[src/rtl/bas_pkg.sv]
package bas_pkg;

    // Storage geometry
    localparam int SLOTS    = 16;
    localparam int KEY_BITS = 32;
    localparam int SLOT_W   = $clog2(SLOTS);
    localparam int CNT_W    = $clog2(SLOTS + 1);

    // Fixed port field widths
    localparam int KIND_W   = 2;
    localparam int ADDR_W   = 32;
    localparam int STATUS_W = 2;
    localparam int SLOT_FW  = 4;
    localparam int COUNT_FW = 5;
    localparam int CAP_W    = 5;

    localparam logic [CAP_W-1:0] CAP_RESET = CAP_W'(16);

    // Operation codes
    localparam logic [KIND_W-1:0] KIND_INSERT = 2'd0;
    localparam logic [KIND_W-1:0] KIND_DELETE = 2'd1;
    localparam logic [KIND_W-1:0] KIND_LOOKUP = 2'd2;

    // Result status codes
    localparam logic [STATUS_W-1:0] STATUS_OK        = 2'd0;
    localparam logic [STATUS_W-1:0] STATUS_FULL      = 2'd1;
    localparam logic [STATUS_W-1:0] STATUS_NOT_FOUND = 2'd2;

    // Outcome of one pass over the slots
    typedef struct packed {
        logic              hit;
        logic [SLOT_W-1:0] hit_slot;
        logic              free;
        logic [SLOT_W-1:0] free_slot;
    } scan_result_t;

endpackage

[src/rtl/bas_addr_ram.sv]
module bas_addr_ram
    import bas_pkg::*;
(
    input  logic                clk,
    input  logic                wr_en,
    input  logic [SLOT_W-1:0]   wr_addr,
    input  logic [KEY_BITS-1:0] wr_data,
    input  logic [SLOT_W-1:0]   rd_addr,
    output logic [KEY_BITS-1:0] rd_data
);

    logic [KEY_BITS-1:0] mem [SLOTS];
    logic [KEY_BITS-1:0] rd_data_reg;

    // Write one entry, read one entry with registered data
    always_ff @(posedge clk)
    begin
        if (wr_en)
        begin
            mem[wr_addr] <= wr_data;
        end
        rd_data_reg <= mem[rd_addr];
    end

    assign rd_data = rd_data_reg;

endmodule

[src/rtl/bas_scan_unit.sv]
module bas_scan_unit
    import bas_pkg::*;
(
    input  logic                clk,
    input  logic                rst_n,
    input  logic                clear,
    input  logic                cmp_en,
    input  logic [SLOT_W-1:0]   cmp_idx,
    input  logic                entry_valid,
    input  logic [KEY_BITS-1:0] entry_key,
    input  logic [KEY_BITS-1:0] key,
    output scan_result_t        result
);

    scan_result_t result_reg;
    scan_result_t result_next;
    logic         match;

    // Compare one slot per cycle against the key while cmp_en is high
    assign match = entry_valid && (entry_key == key);

    // Keep the lowest matching slot and the lowest free slot
    always_comb
    begin
        result_next = result_reg;
        if (clear)
        begin
            result_next = '0;
        end
        else if (cmp_en)
        begin
            if (match && !result_reg.hit)
            begin
                result_next.hit      = 1'b1;
                result_next.hit_slot = cmp_idx;
            end
            if (!entry_valid && !result_reg.free)
            begin
                result_next.free      = 1'b1;
                result_next.free_slot = cmp_idx;
            end
        end
    end

    always_ff @(posedge clk or negedge rst_n)
    begin
        if (!rst_n)
        begin
            result_reg <= '0;
        end
        else
        begin
            result_reg <= result_next;
        end
    end

    assign result = result_reg;

endmodule

[src/rtl/bounded_address_set.sv]
// Channel   | Direction | Signals                                  | Transfer when
// ----------+-----------+------------------------------------------+-----------------------
// command   | in        | start, kind, member_addr / busy          | start && !busy
// result    | out       | done, status, found, slot, member_count  | done (one cycle)
// config    | in        | cfg_valid, cfg_data / cfg_ready          | cfg_valid && cfg_ready
//
// After the accepting edge the command makes one pass over all SLOTS entries of the
// address RAM through a single comparator (ST_SCAN), then ST_DRAIN does the last compare
// behind the registered RAM read, then ST_RESULT applies the update, and done_reg rises
// from it. busy is high through these states; the result strobe appears once busy has
// dropped, in the same cycle in which a new command may already start.
// Reset (rst_n low, asynchronous) empties the set and sets capacity to 16.
// The receiver cannot stall: each result is strobed by done for one cycle only.
module bounded_address_set
    import bas_pkg::*;
(
    input  logic                clk,
    input  logic                rst_n,
    input  logic                start,
    output logic                busy,
    input  logic [KIND_W-1:0]   kind,
    input  logic [ADDR_W-1:0]   member_addr,
    output logic                done,
    output logic [STATUS_W-1:0] status,
    output logic                found,
    output logic [SLOT_FW-1:0]  slot,
    output logic [COUNT_FW-1:0] member_count,
    input  logic                cfg_valid,
    output logic                cfg_ready,
    input  logic [CAP_W-1:0]    cfg_data
);

    typedef enum logic [1:0] {
        ST_IDLE,
        ST_SCAN,
        ST_DRAIN,
        ST_RESULT
    } state_t;

    state_t              state_reg, state_next;
    logic [SLOT_W-1:0]   scan_idx_reg, scan_idx_next;
    logic                cmp_valid_reg, cmp_valid_next;
    logic [SLOT_W-1:0]   cmp_idx_reg, cmp_idx_next;
    logic [KIND_W-1:0]   kind_reg, kind_next;
    logic [KEY_BITS-1:0] key_reg, key_next;
    logic [SLOTS-1:0]    slot_valid_reg, slot_valid_next;
    logic [CNT_W-1:0]    count_reg, count_next;
    logic [CAP_W-1:0]    capacity_reg, capacity_next;
    logic                done_reg, done_next;
    logic [STATUS_W-1:0] status_reg, status_next;
    logic                found_reg, found_next;
    logic [SLOT_W-1:0]   slot_reg, slot_next;

    logic                accept;
    logic                ram_wr_en;
    logic [KEY_BITS-1:0] ram_rd_data;
    logic [CNT_W-1:0]    cap_eff;
    scan_result_t        scan;

    assign accept    = start && (state_reg == ST_IDLE);
    assign cfg_ready = 1'b1;

    // Saturate the configured capacity to the number of slots
    assign cap_eff = (int'(capacity_reg) > SLOTS) ? CNT_W'(SLOTS) : CNT_W'(capacity_reg);

    bas_addr_ram u_ram (
        .clk     (clk),
        .wr_en   (ram_wr_en),
        .wr_addr (scan.free_slot),
        .wr_data (key_reg),
        .rd_addr (scan_idx_reg),
        .rd_data (ram_rd_data)
    );

    bas_scan_unit u_scan (
        .clk         (clk),
        .rst_n       (rst_n),
        .clear       (accept),
        .cmp_en      (cmp_valid_reg),
        .cmp_idx     (cmp_idx_reg),
        .entry_valid (slot_valid_reg[cmp_idx_reg]),
        .entry_key   (ram_rd_data),
        .key         (key_reg),
        .result      (scan)
    );

    // Sequence the scan and apply the operation at its end
    always_comb
    begin
        state_next      = state_reg;
        scan_idx_next   = scan_idx_reg;
        cmp_valid_next  = 1'b0;
        cmp_idx_next    = scan_idx_reg;
        kind_next       = kind_reg;
        key_next        = key_reg;
        slot_valid_next = slot_valid_reg;
        count_next      = count_reg;
        capacity_next   = capacity_reg;
        done_next       = 1'b0;
        status_next     = status_reg;
        found_next      = found_reg;
        slot_next       = slot_reg;
        ram_wr_en       = 1'b0;

        if (cfg_valid && cfg_ready)
        begin
            capacity_next = cfg_data;
        end

        unique case (state_reg)
            ST_IDLE:
            begin
                if (start)
                begin
                    kind_next     = kind;
                    key_next      = member_addr[KEY_BITS-1:0];
                    scan_idx_next = '0;
                    state_next    = ST_SCAN;
                end
            end
            ST_SCAN:
            begin
                cmp_valid_next = 1'b1;
                if (scan_idx_reg == SLOT_W'(SLOTS - 1))
                begin
                    state_next = ST_DRAIN;
                end
                else
                begin
                    scan_idx_next = scan_idx_reg + 1'b1;
                end
            end
            ST_DRAIN:
            begin
                state_next = ST_RESULT;
            end
            ST_RESULT:
            begin
                done_next   = 1'b1;
                found_next  = scan.hit;
                slot_next   = scan.hit ? scan.hit_slot : '0;
                status_next = STATUS_OK;
                case (kind_reg)
                    KIND_INSERT:
                    begin
                        if (count_reg >= cap_eff)
                        begin
                            status_next = STATUS_FULL;
                        end
                        else if (!scan.hit)
                        begin
                            if (scan.free)
                            begin
                                ram_wr_en                       = 1'b1;
                                slot_valid_next[scan.free_slot] = 1'b1;
                                count_next                      = count_reg + 1'b1;
                                slot_next                       = scan.free_slot;
                            end
                            else
                            begin
                                status_next = STATUS_FULL;
                            end
                        end
                    end
                    KIND_DELETE:
                    begin
                        if (scan.hit)
                        begin
                            slot_valid_next[scan.hit_slot] = 1'b0;
                            if (count_reg != '0)
                            begin
                                count_next = count_reg - 1'b1;
                            end
                        end
                        else
                        begin
                            status_next = STATUS_NOT_FOUND;
                        end
                    end
                    default:
                    begin
                        // Lookup, and the unused code that behaves as one
                        if (!scan.hit)
                        begin
                            status_next = STATUS_NOT_FOUND;
                        end
                    end
                endcase
                state_next = ST_IDLE;
            end
            default:
            begin
                state_next = ST_IDLE;
            end
        endcase
    end

    // Hold state, set contents and registered outputs
    always_ff @(posedge clk or negedge rst_n)
    begin
        if (!rst_n)
        begin
            state_reg      <= ST_IDLE;
            scan_idx_reg   <= '0;
            cmp_valid_reg  <= 1'b0;
            cmp_idx_reg    <= '0;
            slot_valid_reg <= '0;
            count_reg      <= '0;
            capacity_reg   <= CAP_RESET;
            done_reg       <= 1'b0;
        end
        else
        begin
            state_reg      <= state_next;
            scan_idx_reg   <= scan_idx_next;
            cmp_valid_reg  <= cmp_valid_next;
            cmp_idx_reg    <= cmp_idx_next;
            slot_valid_reg <= slot_valid_next;
            count_reg      <= count_next;
            capacity_reg   <= capacity_next;
            done_reg       <= done_next;
        end
    end

    // Payload registers carry no reset
    always_ff @(posedge clk)
    begin
        kind_reg   <= kind_next;
        key_reg    <= key_next;
        status_reg <= status_next;
        found_reg  <= found_next;
        slot_reg   <= slot_next;
    end

    assign busy         = (state_reg != ST_IDLE);
    assign done         = done_reg;
    assign status       = status_reg;
    assign found        = found_reg;
    assign slot         = SLOT_FW'(slot_reg);
    assign member_count = COUNT_FW'(count_reg);

endmodule

[config.mk]
export PLATFORM = sky130hd
export DESIGN_NAME = bounded_address_set
export DESIGN_NICKNAME = d
export VERILOG_FILES = /design/src/rtl/bas_pkg.sv /design/src/rtl/bas_addr_ram.sv /design/src/rtl/bas_scan_unit.sv /design/src/rtl/bounded_address_set.sv
export SDC_FILE = /design/constraint.sdc
export NUM_CORES = 1
export LEC_CHECK = 0
export BUFFER_PORTS_ARGS = -buffer_cell sky130_fd_sc_hd__buf_2
export CELL_PAD_IN_SITES_DETAIL_PLACEMENT = 1
export CELL_PAD_IN_SITES_GLOBAL_PLACEMENT = 1
export CORE_UTILIZATION = 49
export DETAILED_ROUTE_END_ITERATION = 16
export PLACE_DENSITY = 0.8
export SYNTH_ARGS = -nofsm -noshare
export SYNTH_HDL_FRONTEND = slang
export SYNTH_HIERARCHICAL = 1
export SYNTH_SLANG_ARGS = --single-unit
[constraint.sdc]
create_clock -name clk -period 5.46 [get_ports clk]
set_input_delay 1.638 -clock clk [delete_from_list [all_inputs] [get_ports clk]]
set_output_delay 1.638 -clock clk [all_outputs]
set_load 0.01 [all_outputs]
After elaboration in Yosys (flattened, before gate mapping)
Memories as Yosys holds them, arrays and structs flattened. A register that Yosys moved wholly into a read port is not among the register bits.
Index checks and enable logic that the tools add are counted.
- input port bits: 43
- bits in writable memories: 512
- output and inout bits: 15
- register bits after elaboration: 89
- memories kept: 1
- logic and storage cells: 117
- reduce and logical (&&, ||, !) cells: 25
- order comparisons: 7
- equal/unequal tests: 14
- bitwise gates (word level): 3
- $add $sub $neg: 3
- mux-type cells: 47
- memories (name ; depth ; width ; read ports ; clocked after memory_dff ; wr ports ; RTL line ; text):
    u_ram.mem ; 16 ; 32 ; 1 ; 1 ; 1 ; bas_addr_ram.sv:12 ; logic [KEY_BITS-1:0] mem [SLOTS];
- operators with widths (cell ; count):
    $mux 16 ; 4
    $mux 5 ; 8
    $eq 32x32->1 ; 1
    $pmux 16 s2 ; 1
    $mux 4 ; 7
    $mux 10 ; 2
    $and 16x16->16 ; 1
    $not 16->16 ; 1
    $or 16x16->16 ; 1
    $lt 4x5->1 const B ; 3
    $mux 1 ; 15
    $ne 2x2->1 const B ; 6
    $reduce_bool 2->1 ; 6
    $pmux 5 s2 ; 1
    $demux 1 s4 ; 2
    $ge 4x1->1 const B ; 2
    $mux 2 ; 4
    $pmux 2 s4 ; 1
    $pmux 4 s2 ; 1
    $reduce_and 2->1 ; 4
    $reduce_and 7->1 ; 1
    $logic_and 1x1->1 ; 6
    $reduce_and 6->1 ; 1
    $add 5x1->5 const B ; 1
    other kinds (13) ; 19

Depth between registers and ports, before layout
Gate-level depths: netlist (run 1).
- word-level depth: 9
- depth in mapped cells: 9
- gate-level depth less buffers: 9

Hierarchy
The synthesis (run 1) kept the hierarchy.
- modules (own cells, without submodules) (module ; seq. area each (um^2) ; area an instance (um^2) ; times used ; cells each):
    bas_addr_ram ; 16015.4 ; 19835.3 ; 1 ; 838
    bounded_address_set ; 2183.3 ; 3372.0 ; 1 ; 244
    bas_scan_unit ; 250.2 ; 799.5 ; 1 ; 81

Worst setup path before layout (run 1)
No wires, ideal clock.
- path type: register to register
- start point: register count_reg[0], in the netlist member_count[0]
- end point: memory u_ram.mem[0][0], enable pin
- buffers on the path: 0
- data arrival time: 4.619 ns
- clock period less this slack: 5.080 ns
- data required time: 4.999 ns
- setup slack: 0.380 ns
- stages on the path, launching flop included: 9
- cell sequence: dfrtp_1 inv_1 ha_1 and2b_2 o21ai_0 a311oi_2 and2_1 or3b_2 nor3_1
- word-level cells in the longest chain between the ends: 6
- RTL lines (element ; RTL line ; text):
    start, declared ; bounded_address_set.sv:47 ; logic [CNT_W-1:0] count_reg, count_next;
    start signal, assigned ; bounded_address_set.sv:219 ; count_reg <= count_next;
    $ge 5x5->1 ; bounded_address_set.sv:146 ; if (count_reg >= cap_eff)
    $mux 1 ; bounded_address_set.sv:146 ;
    $mux 1 ; bounded_address_set.sv:143 ; case (kind_reg)
    $mux 1 ; bounded_address_set.sv:110 ; unique case (state_reg)
    net ram_wr_en ; bounded_address_set.sv:55 ; logic ram_wr_en;
    $mux 1 ; bas_addr_ram.sv:18 ; if (wr_en)
    $mux 1 (implied by the code) ; bas_addr_ram.sv:20 ; mem[wr_addr] <= wr_data;
    end, declared ; bas_addr_ram.sv:12 ;
The timed path passes the listed nets, and every way through them passes these cells.

Final worst setup path (run 1)
- start point: register capacity_reg[4]
- end point: memory u_ram.mem[2][2], enable pin
- word-level cells in the longest chain between the ends: 8
- RTL lines (element ; RTL line ; text):
    start, declared ; bounded_address_set.sv:48 ; logic [CAP_W-1:0] capacity_reg, capacity_next;
    start signal, assigned ; bounded_address_set.sv:220 ; capacity_reg <= capacity_next;
    $gt 5x5->1 ; bounded_address_set.sv:64 ; assign cap_eff = (int'(capacity_reg) > SLOTS) ? CNT_W'(SLOTS) : CNT_W'(capacity_reg);
    $mux 5 * ; bounded_address_set.sv:64 ;
    $ge 5x5->1 * ; bounded_address_set.sv:146 ;
    $mux 1 * ; bounded_address_set.sv:146 ;
    $mux 1 * ; bounded_address_set.sv:143 ;
    $mux 1 * ; bounded_address_set.sv:110 ;
    net ram_wr_en ; bounded_address_set.sv:55 ;
    $mux 1 * ; bas_addr_ram.sv:18 ;
    $mux 1 (implied by the code) * ; bas_addr_ram.sv:20 ;
Mark *: on every way through the listed nets, which the timed path passes. The rest lies on a longest branch.

==> qor.yml, run 1 <==
cells_and_area:
  largest_reg_flops: 512
  diodes: 0
  layout-drive-gt1-share_pct: 26.9
  syn_to_final_growth_pct: 13.6
  nets: 1323
  stdcell_area_um2: 27300
worst_setup_path:
  arrival_ns: 4.58
  worstPathRequired_ns: 5.66
  worstSetupStartpoint: "capacity_reg[4]"
  reg2reg_depth: 9
  r2r-start: "capacity_reg[4]"
  cp_max_fo: 32
  end_kind: "flop"
  crit_path_end: "u_ram/mem[2][2]"
  rrSetupSlack_ns: 1.08
  critPathKind: "flop to flop"
  cp-start-kind: "flop"
  r2r_end: "u_ram/mem[2][2]"
clocking:
  clk_pin_slew_worst_paths_ns: 0.06
  cts_resized: 0
  htreeDepth: 3
  hold_buffers: 0
  clk_latency_ns: 0.61
  cts_setup_buffers: 0
  root_buffer: "clkbuf_16"
  cts_made_buffers: 66
  cts_tree: "done"
  cts_sinks: 633
  ctsLongestPathBuffers: 3
grt:
  grt_max_degree: 58
  antenna_found_initial: 0
  track_usage_pct: 23.6
  grt_pass1_wl_um: 84600
  grt_pass1_vias: 13100
  grt_overflow: 0
drt:
  ant_nets: 0
  drt-initial-drc-count: 1015
  dr.max_layer_used: "met4"
  viasPerCell: 6.15
  wl_met2_um: 29800
  dr_wl_met3_um: 3530
  drt_first_pass_iters: 5
  wl_met1_um: 22400
  via_count: 11900
  drc_errors: 0
  routed_wl_um: 56800
  wl_per_cell_um: 29.4
pwr:
  ir_drop_mv: 0.357
  leakagePower_nw: 9.04
  p_per_area_nw_per_um2: 501
flow_run:
  drv_cap: 0
placement:
  port_buffers: 56
  hpwl_um: 34100
  placed_cell_area_um2: 25200
  gp_congestion: 0.784
logic_synthesis:
  synth.distinct_cells: 53
  synth_top_flop_cell: "edfxtp_1"
  synthArstFlopShare_pct: 7.58
  syn_avg_cell_area_um2: 20.6
  syn_inst: 1163
  synth.ff_latch_count: 633
  synth_nets: 1221
  ys_seq_area_share_pct: 76.8
  netlist_area_um2: 24000
  synth_warnings: 6
  synth_edf_count: 553
die:
  core_area_um2: 48000
  die_w_um: 223
  die-area_um2: 49900
  rows: 80
  dieHeight_um: 223
  io_pins: 58
  start_util_pct: 50.0
outcome:
  status: "finished, final reports clean"
sta:
  finClkSkew_ns: 0.0277
  tightest_slew_ns: 1.38
  fin_crit_sh_pct: 80.3
  period_needed_ns: 4.38
  final-hold-violation-count: 0
  rsz0062_at_grt: "false"
  drv_slew: 0
  fin_tns_setup_ns: 0
  setup_viol: 0
  clock.fmax_mhz: 228
  relSlewSlack_pct: 8.11
min_path:
  holdCritPathClass: "flop to flop"
  holdPathStages: 2
through the flow:
step | setup slack (ns) | util (%) | hold slack, ns | power, W | std cells
after floorplan | 0.380 | - | 0.440 | 0.00833 | 1163
after global placement | 1.37 | 52.4 | 0.483 | 0.00924 | 1812
after detailed placement | 1.20 | 52.4 | 0.499 | 0.00941 | 1812
after CTS | 1.17 | 56.8 | 0.514 | 0.0138 | 1933
after global routing | 0.955 | 56.8 | 0.531 | 0.0141 | 1933
final | 1.08 | 56.8 | 0.520 | 0.0137 | 1933
kinds of logic after synthesis:
logic type,share of synthesized area [%]
DFF,76.8
muxes,13.3
and+or+nand+nor,3.02
AOI/OAI and AO/OA,3.56
buffers and inverters,1.13
xor gates and xnor gates,1.31
adders and majority gates,0.813
other,0.0156
metal layers:
layer	GRT usage, %	vias to the layer above
met5	0	-
met4	6.74	0
met3	3.63	75
met2	41.0	427
met1	31.0	6425
li1	-	4962
report_power, final:
| group | leakage, nW | internal (W) | switching [W] | total (W) |
|---|---|---|---|---|
| Combinational | 2.13 | 0.00140 | 0.00159 | 0.00299 |
| Sequential | 5.87 | 0.00574 | 0.000588 | 0.00632 |
| Clock | 1.04 | 0.00252 | 0.00184 | 0.00436 |
| Total | 9.04 | 0.00965 | 0.00402 | 0.0137 |
worst max-delay path, cell delays in order, from the launching register on:
cell and delay [ns]:
dfstp_2 0.53, inv_1 0.10, nand2_1 0.08, ha_1 0.24, a21oi_1 0.13, o21ai_0 0.26
a311oi_2 0.66, and2_1 0.31, or3b_2 0.59, nor2_4 1.06
cell usage after synthesis, drive strengths merged (12+ instances only):
cell type    n  area share (%)
dfxtp       32             2.7
xor2        24            0.88
clkbuf      18            0.28
edfxtp     553              69
buf         28            0.66
dfrtp       47             4.9
nand2       49            0.78
xnor2       12            0.44
nor2        26            0.41
o21ai       39            0.81
a22oi       64             2.0
mux4       133              12
ha          14            0.73
nand2b      17            0.44
inv         12            0.19
cell usage in the layout (no fill, tap or decap), types with 3 or more instances in the layout:
cell,Yosys,layout
mux2i_1,11,11
nand4_1,6,6
nand4b_1,4,4
inv_6,0,3
a21oi_1,10,10
nand2b_1,17,17
edfxtp_1,553,553
mux2_2,5,5
nor2_4,0,13
clkbuf_16,0,68
xnor2_1,12,12
nand2_1,48,48
nor3_2,0,4
nand3b_1,3,3
buf_4,10,23
clkinv_1,0,10
inv_1,12,12
mux4_2,133,133
bufinv_16,0,3
dfxtp_1,32,32
nand3_1,6,6
a22o_2,4,4
clkbuf_8,0,5
ha_1,14,14
clkinv_2,0,13
nor2_1,26,13
clkbuf_1,18,15
buf_2,7,56
nor3_1,9,5
xor2_1,24,24
nor4_1,5,5
o21ai_0,39,39
a22oi_1,64,64
and2_2,1,3
dfrtp_1,47,45
final cells by class:
class,count,area (µm²)
Clock inverter,33,274
Clock buffer,88,1830
Multi-Input combinational cell,472,5420
Timing Repair Buffer,80,473
Tap cell,615,769
Sequential cell,633,18500
Fill cell,4181,20800
Inverter,12,45.0
how the worst min path moves through the flow:
stage                       from                end  slack, ns
4_1_cts        slot_valid_reg[4]  slot_valid_reg[4]       0.51
5_1_grt          capacity_reg[0]    capacity_reg[0]       0.53
3_3_place_gp   slot_valid_reg[9]  slot_valid_reg[9]       0.48
2_1_floorplan    cmp_idx_next[1]     cmp_idx_reg[1]       0.44
3_5_place_dp   slot_valid_reg[4]  slot_valid_reg[4]       0.50
6_report       slot_valid_reg[6]  slot_valid_reg[6]       0.52
Note: power is estimated with default switching activity, not from simulation.
==> run 2, diff against run 1 <==
ABC_AREA = 1   (was unset)
CORE_UTILIZATION = 45   (was 49)
PLACE_DENSITY = 0.81   (was 0.8)
clock period = 3.72 ns   (was 5.46 ns; I/O delays follow)
==> run 2 against run 1 <==
  * Clock-buffer cell count is 17 higher
  * Flip-flop and latch count stayed put
  * Core utilization is 4.9 points lower
  * Clock skew is 0.0016 ns lower
  * First-iteration DRC count is 47% higher
  * Highest routed layer is now met5
  * Critical endpoint is now u_ram/mem[7][10]
  * Sequential share of layout area is 9.1 points lower
  * Synthesized cell count is 140% higher
  * Cell count is 92% higher
  * Register-to-register slack worse by 0.80 ns
==> qor.yml, run 2 <==
sta:
  rsz0062_at_grt: "false"
  finClkSkew_ns: 0.0260  # -0.00163 ns
  setup_viol: 0  # unchanged
  period_needed_ns: 3.44  # -0.940 ns
  clock.fmax_mhz: 290  # +27%
  relSlewSlack_pct: 30.0  # +22 points
  drv_slew: 0  # unchanged
  final-hold-violation-count: 0  # unchanged
  tightest_slew_ns: 1.05  # -0.325 ns
  fin_crit_sh_pct: 92.5  # +12 points
logic_synthesis:
  synth.distinct_cells: 37  # -30%
  synth_top_flop_cell: "edfxtp_1"
  synth_top_family_by_area: "simple AND/OR/NAND/NOR gates"
  synth_most_common_cell: "nand2_1"
  yosysTopAreaCell: "edfxtp_1"
  synth_xor_area_share_pct: 0.189  # -1.1 points
  synth_edf_count: 553  # unchanged
  synth_nets: 2852  # +130%
  ys_top_cells_by_count: "935 x nand2_1, 553 x edfxtp_1, 490 x inv_1"
  syn_inst: 2794  # +140%
  synthMuxAreaShare_pct: 0.202  # -13 points
  ys_seq_area_share_pct: 66.2  # -11 points
  netlist_area_um2: 27800  # +16%
  synth.ff_latch_count: 633  # unchanged
  yosys.area_share.simple_pct: 22.4  # +19 points
  synth_compound_area_share_pct: 0.651  # -2.9 points
  synth_warnings: 6  # unchanged
  synthTopCellsByArea: "edfxtp_1 60%, nand2_1 13%, nand3_1 7.7%"
  syn_avg_cell_area_um2: 9.97  # -52%
  synthAdderAreaFrac_pct: 0.701  # -0.11 points
  synthArstFlopShare_pct: 7.58  # unchanged
  synth_top_area_share_pct: 59.6  # -9.5 points
cells_and_area:
  layout_commonest_cell: "nand2_1"
  nets: 2924  # +120%
  largest_reg_flops: 512  # unchanged
  syn_to_final_growth_pct: 13.1
  diodes: 0  # unchanged
  layout_common_cells: "935 x nand2_1, 553 x edfxtp_1, 487 x inv_1, 426 x nand3_1, 72 x clkbuf_16"
  final_cells: 3705  # +92%
  layout-drive-gt1-share_pct: 9.17  # -18 points
placement:
  port_buffers: 56  # unchanged
  dpl.cell_count: 3577  # +97%
  gp_congestion: 0.857  # +9.2%
  hpwl_um: 49700  # +46%
worst_setup_path:
  reg2reg_depth: 14  # +5
  slowest_delay_ns: 0.56  # -0.50 ns
  crit_path_frequent_cell: "nand2_1"
  r2r-start: "capacity_reg[1]"
  cp-start-kind: "flop"
  worstPathRequired_ns: 3.99  # -1.67 ns
  cp_max_fo: 32  # unchanged
  arrival_ns: 3.71  # -0.87 ns
  end_kind: "flop"
  rrSetupSlack_ns: 0.28  # -0.80 ns
  cp_cell_sequence: "o41ai_1 -> nand2_1 -> ha_1 -> nand2_1 -> nand2_1 -> nand2_1 -> nand3_1 -> or2_2 -> nor2_1 -> buf_4 -> nand3b_1 -> buf_4 -> nor2_4 -> buf_12"
  r2r_end: "u_ram/mem[7][10]"
  critPathKind: "flop to flop"
  slowest_stage: "o41ai_1"
die:
  dieHeight_um: 251  # +12%
  die_w_um: 251  # +12%
  die-area_um2: 62900  # +26%
  rows: 90  # +13%
  start_util_pct: 45.9  # -4.1 points
  io_pins: 58  # unchanged
  core_area_um2: 60700  # +26%
clocking:
  clk_latency_ns: 0.61  # about the same
  htreeDepth: 3  # unchanged
  ctsLongestPathBuffers: 3  # unchanged
  cts_resized: 0  # unchanged
  cts_sinks: 633  # unchanged
  hold_buffers: 0  # unchanged
  clk_pin_slew_worst_paths_ns: 0.05  # about the same
  cts_tree: "done"
  cts_setup_buffers: 0  # unchanged
  root_buffer: "clkbuf_16"
  cts_made_buffers: 69  # +4.5%
drt:
  via_count: 20100  # +69%
  routed_wl_um: 82600  # +45%
  drc_errors: 0  # unchanged
  ant_nets: 0  # unchanged
  drt-initial-drc-count: 1490  # +47%
  wl_per_cell_um: 22.3  # -24%
  viasPerCell: 5.42  # -12%
  drt_first_pass_iters: 6  # +1
min_path:
  hp-start: "slot_valid_reg[11]"
  holdPathStages: 2  # unchanged
  hold_path_end: "slot_valid_reg[11]"
  holdCritPathClass: "flop to flop"
pwr:
  p_per_area_nw_per_um2: 659  # +31%
  leakagePower_nw: 13.7  # +52%
  ir_drop_mv: 0.391  # +9.7%
  power_w: 0.0207  # +52%
outcome:
  status: "finished, final reports clean"
grt:
  grt_max_degree: 101  # +74%
  grt_pass1_vias: 22100  # +69%
  antenna_found_initial: 1  # +1
  grt_pass1_wl_um: 127000  # +50%
  grt_overflow: 0  # unchanged
  track_usage_pct: 26.7  # +3.1 points
flow_run:
  drv_cap: 0  # unchanged
-- run 2: cell type report --
| cell class | instances | area (µm²) |
|---|---|---|
| Multi-Input combinational cell | 1545 | 6860 |
| Clock buffer | 105 | 1980 |
| Timing Repair Buffer | 120 | 1090 |
| Fill cell | 6585 | 29200 |
| Inverter | 497 | 1880 |
| Clock inverter | 23 | 259 |
| Tap cell | 782 | 978 |
| Sequential cell | 633 | 18500 |
-- run 2: cells by family (layout without fill, tap and decap cells) --
family          Yosys count  count (layout)
simple gates           1484            1484
flops                   633             633
buf+inv                 616             745
compound gates           34              34
fa+ha+maj                15              15
xor+xnor                  6               6
mux                       5               5
other cells               1               1
-- run 2: worst max path at each step --
| stage | from | endpoint | slack (ns) | cells after the start |
|---|---|---|---|---|
| after detailed placement | capacity_reg[1] | u_ram/mem[14][28] | 0.29 | 14 |
| after CTS | capacity_reg[1] | u_ram/mem[3][17] | 0.26 | 13 |
| after global placement | capacity_reg[0] | u_ram/mem[6][10] | 0.46 | 14 |
| final | capacity_reg[1] | u_ram/mem[7][10] | 0.28 | 14 |
| after floorplan | capacity_reg[0] | u_ram/mem[12][0] | -0.16 | 11 |
| after global routing | capacity_reg[1] | u_ram/mem[13][29] | 0.06 | 14 |
-- run 2: worst max-delay path: cells and delay by family (launching register included) --
family	cells	cell delay, ns
adders and majority gates	1	0.32
DFF	1	0.40
and+or+nand+nor	9	1.14
AOI/OAI and AO/OA	1	0.56
buffers and inverters	3	0.65
-- run 2: power by group --
part | internal (W) | switching (W) | total [W]
combinational | 0.00136 | 0.00347 | 0.00483
sequential | 0.00838 | 0.000657 | 0.00904
clock | 0.00403 | 0.00283 | 0.00686
-- run 2: metrics by stage --
step                      TNS (ns)  instance area (µm²)  hold slack (ns)  setup slack (ns)  util, %
after detailed placement         0                29300            0.505             0.289     48.2
after global routing             0                31500            0.542            0.0638     51.9
after floorplan             -68.55                27900            0.423            -0.156        -
final                            0                31500            0.514             0.277     51.9
after global placement           0                29300            0.480             0.456     48.2
after CTS                        0                31500            0.517             0.264     51.9
-- run 2: layer usage --
| layer | global-route usage [%] | wire length [µm] |
|---|---|---|
| met1 | 31.2 | 31800 |
| met5 | 0 | 10 |
| met4 | 12.2 | 3620 |
| met2 | 48.4 | 43100 |
| met3 | 3.80 | 4050 |
